[config.mk]
export PLATFORM = sky130hd
export DESIGN_NAME = ad_envelope_table_generator_flat
export DESIGN_NICKNAME = d
export VERILOG_FILES = /design/src/design/adenv_pkg.sv /design/src/design/adenv_tick_if.sv /design/src/design/adenv_env_if.sv /design/src/design/adenv_regs.sv /design/src/design/adenv_core.sv /design/src/design/ad_envelope_table_generator.sv /design/src/flat_wrapper.sv
export VERILOG_INCLUDE_DIRS = /design/src /design/src/design
export SDC_FILE = /design/constraint.sdc
export NUM_CORES = 1
export LEC_CHECK = 0
export ABC_AREA = 1
export BUFFER_PORTS_ARGS = -buffer_cell sky130_fd_sc_hd__buf_2
export CAP_MARGIN = 20
export CORE_MARGIN = 5
export CORE_UTILIZATION = 40
export CTS_CLUSTER_DIAMETER = 50
export CTS_CLUSTER_SIZE = 8
export DETAILED_ROUTE_END_ITERATION = 8
export GPL_ROUTABILITY_DRIVEN = 0
export PLACE_DENSITY = 0.58
export SYNTH_ARGS = -nofsm -noshare
export SYNTH_HDL_FRONTEND = slang
export SYNTH_SLANG_ARGS = --single-unit
[constraint.sdc]
create_clock -name clk -period 9.7 [get_ports clk]
set_clock_uncertainty 0.1 [all_clocks]
set_input_delay 1.94 -clock clk [delete_from_list [all_inputs] [get_ports clk]]
set_output_delay 1.94 -clock clk [all_outputs]
set_load 0.02 [all_outputs]
[src/design/ad_envelope_table_generator_defines.svh]
// assertion macros used by the envelope core
`ifndef AD_ENVELOPE_TABLE_GENERATOR_DEFINES_SVH
`define AD_ENVELOPE_TABLE_GENERATOR_DEFINES_SVH

// consequent checked in the same cycle as the antecedent
`define ADENV_ASSERT_NOW(label, clk, rst_n, ante, cons, msg) \
    label: assert property (@(posedge clk) disable iff (!rst_n) (ante) |-> (cons)) \
        else $error(msg);

// consequent checked in the cycle after the antecedent
`define ADENV_ASSERT_NEXT(label, clk, rst_n, ante, cons, msg) \
    label: assert property (@(posedge clk) disable iff (!rst_n) (ante) |=> (cons)) \
        else $error(msg);

`endif

[src/design/adenv_pkg.sv]
`timescale 1ns / 1ps

package adenv_pkg;

    localparam int SETTING_W   = 5;
    localparam int LEVEL_W     = 10;
    localparam int ELAPSED_W   = 14;
    localparam int CURVE_IDX_W = 10;

    localparam int DEF_CURVE_DEPTH       = 200;
    localparam int DEF_ATTACK_UNIT_TICKS = 200;
    localparam int DEF_DECAY_UNIT_TICKS  = 600;

    localparam int CURVE_TABLE_LEN = 200;
    localparam int ROM_ADDR_W      = $clog2(CURVE_TABLE_LEN);

    localparam logic [LEVEL_W-1:0] ATTACK_TOP = 10'd1021;
    localparam logic [LEVEL_W-1:0] END_LEVEL  = 10'd1023;

    typedef struct packed {
        logic [SETTING_W-1:0] attack_setting;
        logic [SETTING_W-1:0] decay_setting;
        logic                 sync_on_note;
    } cfg_t;

    localparam logic [LEVEL_W-1:0] CURVE_ROM [CURVE_TABLE_LEN] = '{
        10'd0,    10'd15,   10'd30,   10'd44,   10'd59,   10'd73,   10'd87,   10'd101,
        10'd116,  10'd130,  10'd143,  10'd157,  10'd170,  10'd183,  10'd195,  10'd208,
        10'd220,  10'd233,  10'd245,  10'd257,  10'd267,  10'd279,  10'd290,  10'd302,
        10'd313,  10'd324,  10'd335,  10'd346,  10'd355,  10'd366,  10'd376,  10'd386,
        10'd397,  10'd405,  10'd415,  10'd425,  10'd434,  10'd443,  10'd452,  10'd462,
        10'd470,  10'd479,  10'd488,  10'd495,  10'd504,  10'd513,  10'd520,  10'd528,
        10'd536,  10'd544,  10'd552,  10'd559,  10'd567,  10'd573,  10'd581,  10'd589,
        10'd595,  10'd602,  10'd609,  10'd616,  10'd622,  10'd629,  10'd635,  10'd642,
        10'd648,  10'd654,  10'd660,  10'd666,  10'd672,  10'd677,  10'd683,  10'd689,
        10'd695,  10'd700,  10'd706,  10'd711,  10'd717,  10'd722,  10'd726,  10'd732,
        10'd736,  10'd741,  10'd746,  10'd751,  10'd756,  10'd760,  10'd765,  10'd770,
        10'd774,  10'd778,  10'd783,  10'd787,  10'd791,  10'd796,  10'd799,  10'd803,
        10'd808,  10'd811,  10'd815,  10'd818,  10'd823,  10'd826,  10'd830,  10'd834,
        10'd837,  10'd840,  10'd845,  10'd848,  10'd851,  10'd854,  10'd858,  10'd861,
        10'd864,  10'd866,  10'd869,  10'd873,  10'd876,  10'd879,  10'd881,  10'd885,
        10'd887,  10'd890,  10'd893,  10'd896,  10'd898,  10'd901,  10'd903,  10'd906,
        10'd909,  10'd911,  10'd913,  10'd916,  10'd918,  10'd920,  10'd923,  10'd925,
        10'd927,  10'd929,  10'd931,  10'd933,  10'd936,  10'd938,  10'd940,  10'd942,
        10'd944,  10'd946,  10'd948,  10'd950,  10'd952,  10'd954,  10'd955,  10'd957,
        10'd960,  10'd961,  10'd963,  10'd965,  10'd966,  10'd968,  10'd969,  10'd971,
        10'd973,  10'd975,  10'd976,  10'd977,  10'd979,  10'd980,  10'd981,  10'd983,
        10'd984,  10'd986,  10'd988,  10'd989,  10'd990,  10'd991,  10'd993,  10'd994,
        10'd995,  10'd996,  10'd997,  10'd999,  10'd1000, 10'd1002, 10'd1003, 10'd1004,
        10'd1005, 10'd1006, 10'd1007, 10'd1008, 10'd1009, 10'd1010, 10'd1012, 10'd1013,
        10'd1014, 10'd1014, 10'd1015, 10'd1016, 10'd1017, 10'd1018, 10'd1019, 10'd1020
    };

    // reads past the end of the table return the last entry
    function automatic logic [LEVEL_W-1:0] curve_at(input logic [CURVE_IDX_W-1:0] i);
        logic [ROM_ADDR_W-1:0] a;
        if (i >= CURVE_IDX_W'(CURVE_TABLE_LEN))
        begin
            a = ROM_ADDR_W'(CURVE_TABLE_LEN - 1);
        end
        else
        begin
            a = i[ROM_ADDR_W-1:0];
        end
        return CURVE_ROM[a];
    endfunction

endpackage

[src/design/adenv_tick_if.sv]
`timescale 1ns / 1ps

interface adenv_tick_if;
    logic valid;
    logic ready;
    logic clock_level;
    logic note_changed;

    modport source (output valid, output clock_level, output note_changed, input ready);
    modport sink (input valid, input clock_level, input note_changed, output ready);
endinterface

[src/design/adenv_env_if.sv]
`timescale 1ns / 1ps

interface adenv_env_if;
    logic       valid;
    logic       ready;
    logic [9:0] pwm_level;
    logic       running;

    modport source (output valid, output pwm_level, output running, input ready);
    modport sink (input valid, input pwm_level, input running, output ready);
endinterface

[src/design/adenv_regs.sv]
`timescale 1ns / 1ps

module adenv_regs
    import adenv_pkg::*;
(
    input  logic        clk,
    input  logic        rst_n,
    input  logic        psel,
    input  logic        penable,
    input  logic        pwrite,
    input  logic [3:0]  paddr,
    input  logic [31:0] pwdata,
    output logic [31:0] prdata,
    output logic        pready,
    output cfg_t        cfg
);

    localparam logic [1:0] REG_ATTACK = 2'd0;
    localparam logic [1:0] REG_DECAY  = 2'd1;
    localparam logic [1:0] REG_SYNC   = 2'd2;

    cfg_t cfg_reg;
    cfg_t cfg_next;
    logic wr_en;

    assign pready = 1'b1;
    assign wr_en  = psel && penable && pwrite;

    always_comb
    begin
        cfg_next = cfg_reg;
        if (wr_en)
        begin
            case (paddr[3:2])
                REG_ATTACK: cfg_next.attack_setting = pwdata[SETTING_W-1:0];
                REG_DECAY:  cfg_next.decay_setting  = pwdata[SETTING_W-1:0];
                REG_SYNC:   cfg_next.sync_on_note   = pwdata[0];
                default:    cfg_next = cfg_reg;
            endcase
        end
    end

    always_ff @(posedge clk or negedge rst_n)
    begin
        if (!rst_n)
        begin
            cfg_reg.attack_setting <= SETTING_W'(1);
            cfg_reg.decay_setting  <= SETTING_W'(1);
            cfg_reg.sync_on_note   <= 1'b0;
        end
        else
        begin
            cfg_reg <= cfg_next;
        end
    end

    always_comb
    begin
        case (paddr[3:2])
            REG_ATTACK: prdata = 32'(cfg_reg.attack_setting);
            REG_DECAY:  prdata = 32'(cfg_reg.decay_setting);
            REG_SYNC:   prdata = 32'(cfg_reg.sync_on_note);
            default:    prdata = '0;
        endcase
    end

    assign cfg = cfg_reg;

endmodule

[src/design/adenv_core.sv]
`timescale 1ns / 1ps
`include "ad_envelope_table_generator_defines.svh"

module adenv_core
    import adenv_pkg::*;
#(
    parameter int CURVE_DEPTH       = DEF_CURVE_DEPTH,
    parameter int ATTACK_UNIT_TICKS = DEF_ATTACK_UNIT_TICKS,
    parameter int DECAY_UNIT_TICKS  = DEF_DECAY_UNIT_TICKS
)
(
    input  logic        clk,
    input  logic        rst_n,
    input  cfg_t        cfg,
    adenv_tick_if.sink  tick,
    adenv_env_if.source env
);

    localparam int IDX_W   = $clog2(2 * CURVE_DEPTH);
    localparam int A_THR_W = SETTING_W + $clog2(ATTACK_UNIT_TICKS + 1);
    localparam int D_THR_W = SETTING_W + $clog2(DECAY_UNIT_TICKS + 1);
    localparam int AD_W    = (A_THR_W > D_THR_W) ? A_THR_W : D_THR_W;
    localparam int CMP_W   = (AD_W > ELAPSED_W) ? AD_W : ELAPSED_W;

    localparam logic [IDX_W-1:0]     DEPTH_IDX   = IDX_W'(CURVE_DEPTH);
    localparam logic [IDX_W-1:0]     END_IDX     = IDX_W'(2 * CURVE_DEPTH - 1);
    localparam logic [ELAPSED_W-1:0] ELAPSED_MAX = '1;

    logic                 prev_clock_reg;
    logic [IDX_W-1:0]     phase_index_reg;
    logic                 active_reg;
    logic [ELAPSED_W-1:0] elapsed_reg;
    logic                 out_valid_reg;
    logic [LEVEL_W-1:0]   level_reg;
    logic                 running_reg;

    logic                 out_valid_next;
    logic [IDX_W-1:0]     phase_index_next;
    logic                 active_next;
    logic [ELAPSED_W-1:0] elapsed_next;
    logic [LEVEL_W-1:0]   level_next;

    logic                 tick_acc;
    logic                 fire;
    logic [ELAPSED_W-1:0] elapsed_inc;
    logic [IDX_W-1:0]     idx_fire;
    logic [ELAPSED_W-1:0] elapsed_fire;
    logic                 act_fire;
    logic [CMP_W-1:0]     attack_thr;
    logic [CMP_W-1:0]     decay_thr;
    logic [CMP_W-1:0]     thr_sel;
    logic                 advance;
    logic                 at_end;
    logic                 in_attack;
    logic [IDX_W-1:0]     curve_off;
    logic [LEVEL_W-1:0]   curve_val;

    assign tick_acc   = tick.valid && tick.ready;
    assign tick.ready = !out_valid_reg || env.ready;

    // a setting of zero gives a zero-tick threshold, same as a setting of one
    always_comb
    begin
        if (cfg.attack_setting == '0)
        begin
            attack_thr = '0;
        end
        else
        begin
            attack_thr = CMP_W'(cfg.attack_setting - SETTING_W'(1))
                * CMP_W'(ATTACK_UNIT_TICKS);
        end
        if (cfg.decay_setting == '0)
        begin
            decay_thr = '0;
        end
        else
        begin
            decay_thr = CMP_W'(cfg.decay_setting - SETTING_W'(1))
                * CMP_W'(DECAY_UNIT_TICKS);
        end
    end

    always_comb
    begin
        elapsed_inc = (elapsed_reg == ELAPSED_MAX) ? elapsed_reg
                                                   : elapsed_reg + ELAPSED_W'(1);
        if (cfg.sync_on_note)
        begin
            fire = tick.note_changed;
        end
        else
        begin
            fire = tick.clock_level && !prev_clock_reg;
        end

        // attack setting of one starts straight in the decay half
        if (fire)
        begin
            idx_fire     = (cfg.attack_setting == SETTING_W'(1)) ? DEPTH_IDX : '0;
            elapsed_fire = '0;
            act_fire     = 1'b1;
        end
        else
        begin
            idx_fire     = phase_index_reg;
            elapsed_fire = elapsed_inc;
            act_fire     = active_reg;
        end

        thr_sel = (idx_fire < DEPTH_IDX) ? attack_thr : decay_thr;
        advance = act_fire && (CMP_W'(elapsed_fire) >= thr_sel);

        if (advance)
        begin
            phase_index_next = idx_fire + IDX_W'(1);
            elapsed_next     = '0;
        end
        else
        begin
            phase_index_next = idx_fire;
            elapsed_next     = elapsed_fire;
        end

        at_end      = phase_index_next >= END_IDX;
        active_next = act_fire && !at_end;

        in_attack = phase_index_next < DEPTH_IDX;
        curve_off = in_attack ? phase_index_next : phase_index_next - DEPTH_IDX;
        curve_val = curve_at(CURVE_IDX_W'(curve_off));

        if (at_end)
        begin
            level_next = END_LEVEL;
        end
        else if (in_attack)
        begin
            level_next = ATTACK_TOP - curve_val;
        end
        else
        begin
            level_next = curve_val;
        end

        if (tick_acc)
        begin
            out_valid_next = 1'b1;
        end
        else if (env.ready)
        begin
            out_valid_next = 1'b0;
        end
        else
        begin
            out_valid_next = out_valid_reg;
        end
    end

    always_ff @(posedge clk or negedge rst_n)
    begin
        if (!rst_n)
        begin
            prev_clock_reg  <= 1'b0;
            phase_index_reg <= '0;
            active_reg      <= 1'b0;
            elapsed_reg     <= '0;
            out_valid_reg   <= 1'b0;
        end
        else
        begin
            out_valid_reg <= out_valid_next;
            if (tick_acc)
            begin
                prev_clock_reg  <= tick.clock_level;
                phase_index_reg <= phase_index_next;
                active_reg      <= active_next;
                elapsed_reg     <= elapsed_next;
            end
        end
    end

    always_ff @(posedge clk)
    begin
        if (tick_acc)
        begin
            level_reg   <= level_next;
            running_reg <= active_next;
        end
    end

    assign env.valid     = out_valid_reg;
    assign env.pwm_level = level_reg;
    assign env.running   = running_reg;

    `ADENV_ASSERT_NEXT(a_request_gives_result, clk, rst_n, tick_acc, env.valid, "accepted tick left no result")
    `ADENV_ASSERT_NOW(a_running_not_end_level, clk, rst_n, env.valid && env.running, env.pwm_level != END_LEVEL, "running result carries end level")
    `ADENV_ASSERT_NOW(a_index_in_range, clk, rst_n, 1'b1, phase_index_reg <= END_IDX, "phase index beyond end of envelope")
    `ADENV_ASSERT_NOW(a_active_before_end, clk, rst_n, active_reg, phase_index_reg != END_IDX, "envelope still active at end index")

endmodule

[src/design/ad_envelope_table_generator.sv]
`timescale 1ns / 1ps
// channel  dir   handshake            payload
// tick     in    valid / ready        clock_level, note_changed
// env      out   valid / ready        pwm_level[9:0], running
// apb      in    psel/penable/pready  paddr[3:0], pwdata / prdata (32 bit)
//
// one tick a cycle: a tick is accepted whenever the result register is empty or being taken
// the result appears in the cycle after its tick, from the result register
// a single step leads from the state registers to the result register
// reset clears the envelope state and result valid, and sets the settings (attack 1, decay 1)
// a stall on env holds the result and blocks tick only while the result register is full

module ad_envelope_table_generator
    import adenv_pkg::*;
#(
    parameter int CURVE_DEPTH       = DEF_CURVE_DEPTH,
    parameter int ATTACK_UNIT_TICKS = DEF_ATTACK_UNIT_TICKS,
    parameter int DECAY_UNIT_TICKS  = DEF_DECAY_UNIT_TICKS
)
(
    input  logic        clk,
    input  logic        rst_n,
    adenv_tick_if.sink  tick,
    adenv_env_if.source env,
    input  logic        psel,
    input  logic        penable,
    input  logic        pwrite,
    input  logic [3:0]  paddr,
    input  logic [31:0] pwdata,
    output logic [31:0] prdata,
    output logic        pready
);

    cfg_t cfg;

    adenv_regs u_regs
    (
        .clk     (clk),
        .rst_n   (rst_n),
        .psel    (psel),
        .penable (penable),
        .pwrite  (pwrite),
        .paddr   (paddr),
        .pwdata  (pwdata),
        .prdata  (prdata),
        .pready  (pready),
        .cfg     (cfg)
    );

    adenv_core #(
        .CURVE_DEPTH       (CURVE_DEPTH),
        .ATTACK_UNIT_TICKS (ATTACK_UNIT_TICKS),
        .DECAY_UNIT_TICKS  (DECAY_UNIT_TICKS)
    ) u_core
    (
        .clk   (clk),
        .rst_n (rst_n),
        .cfg   (cfg),
        .tick  (tick),
        .env   (env)
    );

endmodule

[src/flat_wrapper.sv]
// flat-port wrapper written by rule: the top's interface ports become plain ports
module ad_envelope_table_generator_flat import adenv_pkg::*;
#(
    parameter int CURVE_DEPTH       = DEF_CURVE_DEPTH,
    parameter int ATTACK_UNIT_TICKS = DEF_ATTACK_UNIT_TICKS,
    parameter int DECAY_UNIT_TICKS  = DEF_DECAY_UNIT_TICKS
)
  (clk, rst_n, psel, penable, pwrite, paddr, pwdata, prdata, pready, tick_valid, tick_clock_level, tick_note_changed, tick_ready, env_valid, env_pwm_level, env_running, env_ready);
  adenv_tick_if tick_i ();
  adenv_env_if env_i ();
  input  logic clk;
  input  logic rst_n;
  input  logic psel;
  input  logic penable;
  input  logic pwrite;
  input  logic [3:0] paddr;
  input  logic [31:0] pwdata;
  output logic [31:0] prdata;
  output logic pready;
  input wire logic [$bits(tick_i.valid)-1:0] tick_valid;
  input wire logic [$bits(tick_i.clock_level)-1:0] tick_clock_level;
  input wire logic [$bits(tick_i.note_changed)-1:0] tick_note_changed;
  output wire logic [$bits(tick_i.ready)-1:0] tick_ready;
  output wire logic [$bits(env_i.valid)-1:0] env_valid;
  output wire logic [$bits(env_i.pwm_level)-1:0] env_pwm_level;
  output wire logic [$bits(env_i.running)-1:0] env_running;
  input wire logic [$bits(env_i.ready)-1:0] env_ready;
  assign tick_i.valid = tick_valid;
  assign tick_i.clock_level = tick_clock_level;
  assign tick_i.note_changed = tick_note_changed;
  assign tick_ready = tick_i.ready;
  assign env_valid = env_i.valid;
  assign env_pwm_level = env_i.pwm_level;
  assign env_running = env_i.running;
  assign env_i.ready = env_ready;
  ad_envelope_table_generator #(.CURVE_DEPTH(CURVE_DEPTH), .ATTACK_UNIT_TICKS(ATTACK_UNIT_TICKS), .DECAY_UNIT_TICKS(DECAY_UNIT_TICKS)) u_core (.clk(clk), .rst_n(rst_n), .tick(tick_i), .env(env_i), .psel(psel), .penable(penable), .pwrite(pwrite), .paddr(paddr), .pwdata(pwdata), .prdata(prdata), .pready(pready));
endmodule
==> summary.txt, run 1 <==
Routing
  – Wirelength per Cell: 15.0 um
  – First-iteration detailed-routing DRC count: 800
  – DRC viols: 0
  – Antenna viol nets, final: 0
  – Pre-antenna DRT Iters: 5
  – Via count: 7758
  – WL final: 22100 um
  – Vias per cell: 5.27

Power and ir drop
  – Total design power: 0.00278 W
  – Peak supply drop: 0.149 mV
  – Lkg Pwr: 4.42 nW
  – Power Density: 333 mW/mm^2

Cells and area
  – Max reg flops: 14
  – Multi-input gate area: 0.00534 mm^2
  – Final Instance Area: 0.00835 mm^2
  – Layout cells sized above 1: 15.1%
  – Layout area overhead: 10.5%
  – Ant diodes: 0
  – Final Core Density: 44.8%
  – Storage cell area: 0.00126 mm^2
  – Final #Nets: 1360
  – Fillers: 1975

Synth
  – Area leader, netlist: nand2_1
  – Ys Warns: 0
  – Most frequent cells after synthesis: nand2_1, inv_1, nand3_1, nor2_1, ha_1
  – Area contributors post-synth: nand2_1, dfrtp_1, ha_1, inv_1, nand3_1
  – Top cell type's share of synthesized area: 15.3%
  – Count leader, synth: nand2_1
  – Synth unique cells: 60
  – Primary FF master, synth: dfrtp_1
  – Post-synthesis sequential area ratio: 16.7%
  – Ys async rst share: 77.1%
  – Number of synthesized register bits: 48
  – Mapped Area: 0.00756 mm^2
  – Syn Inst Count: 1179
  – Avg Inst Size Synth: 6.41 um^2
  – Post-synth EDFFs: 11

Clocking
  – CTS tree: built
  – Hold-fix buffers, CTS: 0
  – Clock Path Buffers: 2
  – Clock transition at path regs: 0.07 ns
  – Clk_lat worst skew: 0.30 ns
  – CTS root buf: clkbuf_16
  – CTS HTree Levels: 2
  – CTS Sinks: 48
  – CTS Buf Count: 5

STA
  – Final worst path period share: 92.7%
  – Slew HR: 39.7%
  – Max Clk Rate: 111 MHz
  – Final hold violations: 0
  – RSZ-0062 raised after global routing: false
  – Hold WS: 0.384 ns
  – Fin crit period: 8.99 ns
  – Worst Max-Slew Pin Slew: 0.905 ns
  – Pins Over Slew Limit: 0
  – Setup TNS Final: 0 ns
  – Final count of negative-setup-slack endpoints: 0

Place
  – PortBufs: 33
  – DP HPWL: 17600 um
  – Dpl cell area: 0.00811 mm^2

Die
  – Die width: 147 um
  – Initial Util: 40.5%
  – Die ar.: 0.0217 mm^2
  – Chip height: 147 um
  – Core area: 0.0186 mm^2
  – IO Pins: 91
  – Row cnt: 50

Critical path
  – Critical path class: reg -> reg
  – Endpoint class of the critical path: flop
  – Max incr delay on CP: 0.57 ns
  – CP Data Arrival Time: 8.95 ns
  – CP required: 9.66 ns
  – Crit-path max FO: 9
  – Crit start category: flop
  – Most used cell, CP: nand2_1
  – Crit-path slowest cell: dfstp_2

Run
  – Max-cap violation count: 0

GRT
  – Gr usage total: 20.1%
  – Global route total overflow: 0
  – First-pass GRT wire length: 36500 um
  – Largest net degree at the start of global routing: 39
  – Vias in the first global route: 7265
  – Initial antenna violation count: 0

Hold path
  – Worst hold path type: reg -> reg

Outcome
  – Status: completed
==> routing by layer <==
metal / GRT usage, % / wire length [um] / vias up
li1: - / - / 3900
met4: 4.66 / 482 / 0
met1: 29.7 / 10600 / 3477
met5: 0 / 0 / -
met3: 3.40 / 1800 / 49
met2: 30.5 / 9200 / 332
==> worst paths after layout <==
kind                            cells past startpoint                        startpoint                                      endpoint  slack [ns]
worst max-delay path                               57  u_core.u_regs.cfg[1]$_DFFE_PN1P_  u_core.u_core.env.pwm_level[9]$_SDFFCE_PP1P_        0.71
worst min-delay path                                2  u_core.u_regs.cfg[7]$_DFFE_PN0P_              u_core.u_regs.cfg[7]$_DFFE_PN0P_        0.38
worst max register to register                     57  u_core.u_regs.cfg[1]$_DFFE_PN1P_  u_core.u_core.env.pwm_level[9]$_SDFFCE_PP1P_        0.71
worst min register to register                      2  u_core.u_regs.cfg[7]$_DFFE_PN0P_              u_core.u_regs.cfg[7]$_DFFE_PN0P_        0.38
max in group asynchronous                           1                             rst_n           u_core.u_core.env.valid$_DFFE_PN0P_        7.26
min in group asynchronous                           1                             rst_n      u_core.u_core.elapsed_reg[0]$_DFFE_PN0P_        1.67
==> metrics by stage <==
stage / setup slack (ns) / cells
2_1_floorplan: 1.01 / 1205
3_3_place_gp: 0.313 / 1463
3_5_place_dp: 0.354 / 1463
4_1_cts: 0.313 / 1471
5_1_grt: 0.0296 / 1471
6_report: 0.707 / 1471
==> layout by cell type (no fill, tap or decap), drive strengths merged, types with 15 or more instances in the layout <==
| master | netlist | layout |
|---|---|---|
| nand2 | 337 | 337 |
| inv | 188 | 189 |
| nand3 | 127 | 127 |
| buf | 54 | 83 |
| nor2 | 82 | 82 |
| o21ai | 72 | 72 |
| ha | 66 | 66 |
| a21oi | 54 | 54 |
| dfrtp | 35 | 35 |
| conb | 2 | 28 |
| nand4 | 27 | 27 |
| xor2 | 25 | 25 |
| nor3 | 16 | 16 |
| o22ai | 15 | 15 |
==> final cells by class <==
type                       instances  share of cell area [%]
multi-input combinational        910                    63.9
sequential                        48                    15.1
clock buffer                       6                    1.80
inverter                         188                    8.57
tap                              234                    3.51
clock inverter                     2                   0.464
timing repair buffer              83                    6.67
==> cell families (layout without fill, tap and decap cells) <==
family | after synthesis | after routing | share of synthesized area [%]
simple gates | 601 | 601 | 37.2
flops | 48 | 48 | 16.7
other cells | 2 | 28 | 0.0994
fa+ha+maj | 79 | 79 | 14.4
compound gates | 172 | 172 | 13.6
xor+xnor | 30 | 30 | 3.48
buf+inv | 247 | 279 | 14.6
==> critical path, delay by kind of cell, from the launching register on <==
| kind | cells | cell delay [ns] |
|---|---|---|
| simple gates | 36 | 3.68 |
| fa+ha+maj | 10 | 3.15 |
| buf+inv | 9 | 0.77 |
| flops | 1 | 0.57 |
| compound gates | 2 | 0.45 |
==> repair_timing <==
| action | CTS | global route |
|---|---|---|
| setup endpoints to repair | 0 | 7 |
| gates resized for setup | 0 | 17 |
| setup buffers | 0 | 0 |
==> power by group <==
| part | leakage (nW) | switching [W] | internal (W) | total (W) |
|---|---|---|---|---|
| combinational | 3.75 | 0.00141 | 0.000838 | 0.00225 |
| clock | 0.0926 | 0.0000885 | 0.000139 | 0.000227 |
| sequential | 0.585 | 0.0000258 | 0.000278 | 0.000304 |
No activity file was read; power rests on OpenSTA's default activity.
==> inputs of run 2 (changes only) <==
Clock period 9.7 ns to 11.65 ns, I/O delays scaled along.
==> summary.txt, run 2 (synthesis results as in run 1) <==
Cells and area
  – Multi-input gate area: 0.00529 mm^2
  – Fillers: 2024
  – Storage cell area: 0.00126 mm^2
  – Final Core Density: 42.8%
  – Ant diodes: 0
  – Commonest non-fill, non-tap cells in the layout: nand2_1, inv_1, nand3_1
  – Layout cells sized above 1: 11.5%
  – Commonest non-fill, non-tap cell in the layout: nand2_1
  – Max reg flops: 14
  – Layout area overhead: 5.63%
  – Final #Nets: 1320

Power and ir drop
  – Flop pwr share: 11.2%
  – Power Density: 283 mW/mm^2
  – Lkg Pwr: 4.22 nW
  – Clock share of power: 8.4%
  – Total design power: 0.00226 W
  – Peak supply drop: 0.133 mV
  – Pint: 0.000995 W
  – Gate power share: 80.3%
  – P_sw: 0.00127 W
  – Sw Ratio: 56.0%

STA
  – Max Clk Rate: 94.8 MHz
  – Setup TNS Final: 0 ns
  – Pins Over Slew Limit: 0
  – Final count of negative-setup-slack endpoints: 0
  – Final worst path period share: 90.5%
  – RSZ-0062 raised after global routing: false
  – Worst Max-Slew Pin Slew: 0.928 ns
  – Fin crit period: 10.55 ns
  – Slew HR: 38.2%
  – Hold WS: 0.381 ns
  – Final hold violations: 0

Die
  – Die width: 147 um
  – Initial Util: 40.5%
  – Chip height: 147 um
  – Core area: 0.0186 mm^2
  – IO Pins: 91
  – Row cnt: 50
  – Die ar.: 0.0217 mm^2

Clocking
  – Post-CTS Setup Repair Bufs: 0
  – Clock transition at path regs: 0.07 ns
  – Hold-fix buffers, CTS: 0
  – CTS Sinks: 48
  – CTS tree: built
  – CTS HTree Levels: 2
  – CTS root buf: clkbuf_16
  – Post-cts gate resize count: 0
  – Clk_lat worst skew: 0.30 ns
  – Clock Path Buffers: 2
  – CTS Buf Count: 5

Critical path
  – Max incr delay on CP: 0.57 ns
  – Endpoint class of the critical path: flop
  – Crit-path max FO: 25
  – CP Data Arrival Time: 10.50 ns
  – Worst r2r src: u_core.u_regs.cfg[1]$_DFFE_PN1P_
  – Worst path depth: 57
  – CP Buf/Inv Count: 9
  – Critical path class: reg -> reg
  – Most used cell, CP: nand2_1
  – CP Launch Point: u_core.u_regs.cfg[1]$_DFFE_PN1P_
  – Crit start category: flop
  – CP required: 11.61 ns
  – Crit-path slowest cell: dfstp_2
  – Crit-path leading delay family: simple AND/OR/NAND/NOR gates
  – R2r setup slk: 1.10 ns
  – Depth of the worst register-to-register path: 57

GRT
  – Global route total overflow: 0
  – First-pass GRT wire length: 36200 um
  – Gr usage total: 20.1%
  – Initial antenna violation count: 0
  – Vias in the first global route: 7141
  – Largest net degree at the start of global routing: 39

Place
  – PortBufs: 33
  – DP HPWL: 17000 um

Routing
  – Vias per cell: 5.35
  – DRC viols: 0
  – Antenna viol nets, final: 0
  – Pre-antenna DRT Iters: 6
  – First-iteration detailed-routing DRC count: 676
  – Wirelength per Cell: 15.3 um
  – Via count: 7653
  – WL final: 21900 um

Outcome
  – Status: completed

Hold path
  – Worst hold path depth: 2
  – Hold Startpoint: u_core.u_core.prev_clock_reg$_DFFE_PN0P_
  – Worst hold path type: reg -> reg

Run
  – Max-cap violation count: 0
-- run 2: cell type report --
cell class                 instances  share of cell area [%]
multi-input combinational        910                    66.3
inverter                         188                    8.90
timing repair buffer              43                    3.01
clock inverter                     2                   0.486
sequential                        48                    15.8
tap                              234                    3.67
clock buffer                       6                    1.88
-- run 2: worst register-to-register path, delay by kind of cell, from the launching register on --
kind / cells / cell delay [ns]
AOI/OAI and AO/OA: 2 / 0.57
adders and majority gates: 10 / 3.39
buffers and inverters: 9 / 1.08
DFF: 1 / 0.57
and+or+nand+nor: 36 / 4.60
-- run 2: layer usage --
| metal | track usage (%) | vias to the layer above | routed length, um |
|---|---|---|---|
| met5 | 0 | - | 0 |
| met4 | 5.45 | 0 | 360 |
| met3 | 2.88 | 33 | 1710 |
| met2 | 30.7 | 313 | 9320 |
| met1 | 29.6 | 3489 | 10500 |
| li1 | - | 3818 | - |
-- run 2: through the flow --
stage	cell area [um^2]	setup WS [ns]	cells
4_1_cts	7980	1.20	1431
2_1_floorplan	7660	2.96	1205
3_3_place_gp	7790	1.13	1423
5_1_grt	7980	0.275	1431
3_5_place_dp	7790	1.21	1423
6_report	7980	1.10	1431
-- run 2: final timing paths --
| check | end |
|---|---|
| max | u_core.u_core.env.pwm_level[9]$_SDFFCE_PP1P_ |
| min | u_core.u_core.prev_clock_reg$_DFFE_PN0P_ |
| max reg2reg | u_core.u_core.env.pwm_level[9]$_SDFFCE_PP1P_ |
| min reg2reg | u_core.u_core.prev_clock_reg$_DFFE_PN0P_ |
| max in group asynchronous | u_core.u_core.phase_index_reg[4]$_DFFE_PN0P_ |
| min in group asynchronous | u_core.u_core.elapsed_reg[1]$_DFFE_PN0P_ |
-- run 2: power by group through the flow --
stage	sequential [W]	clock [W]	combinational (W)
after CTS	0.000255	0.000198	0.00180
after global placement	0.000257	0	0.00176
final	0.000254	0.000191	0.00182
after global routing	0.000260	0.000203	0.00204
after floorplan	0.000276	0	0.00135
after detailed placement	0.000258	0	0.00178
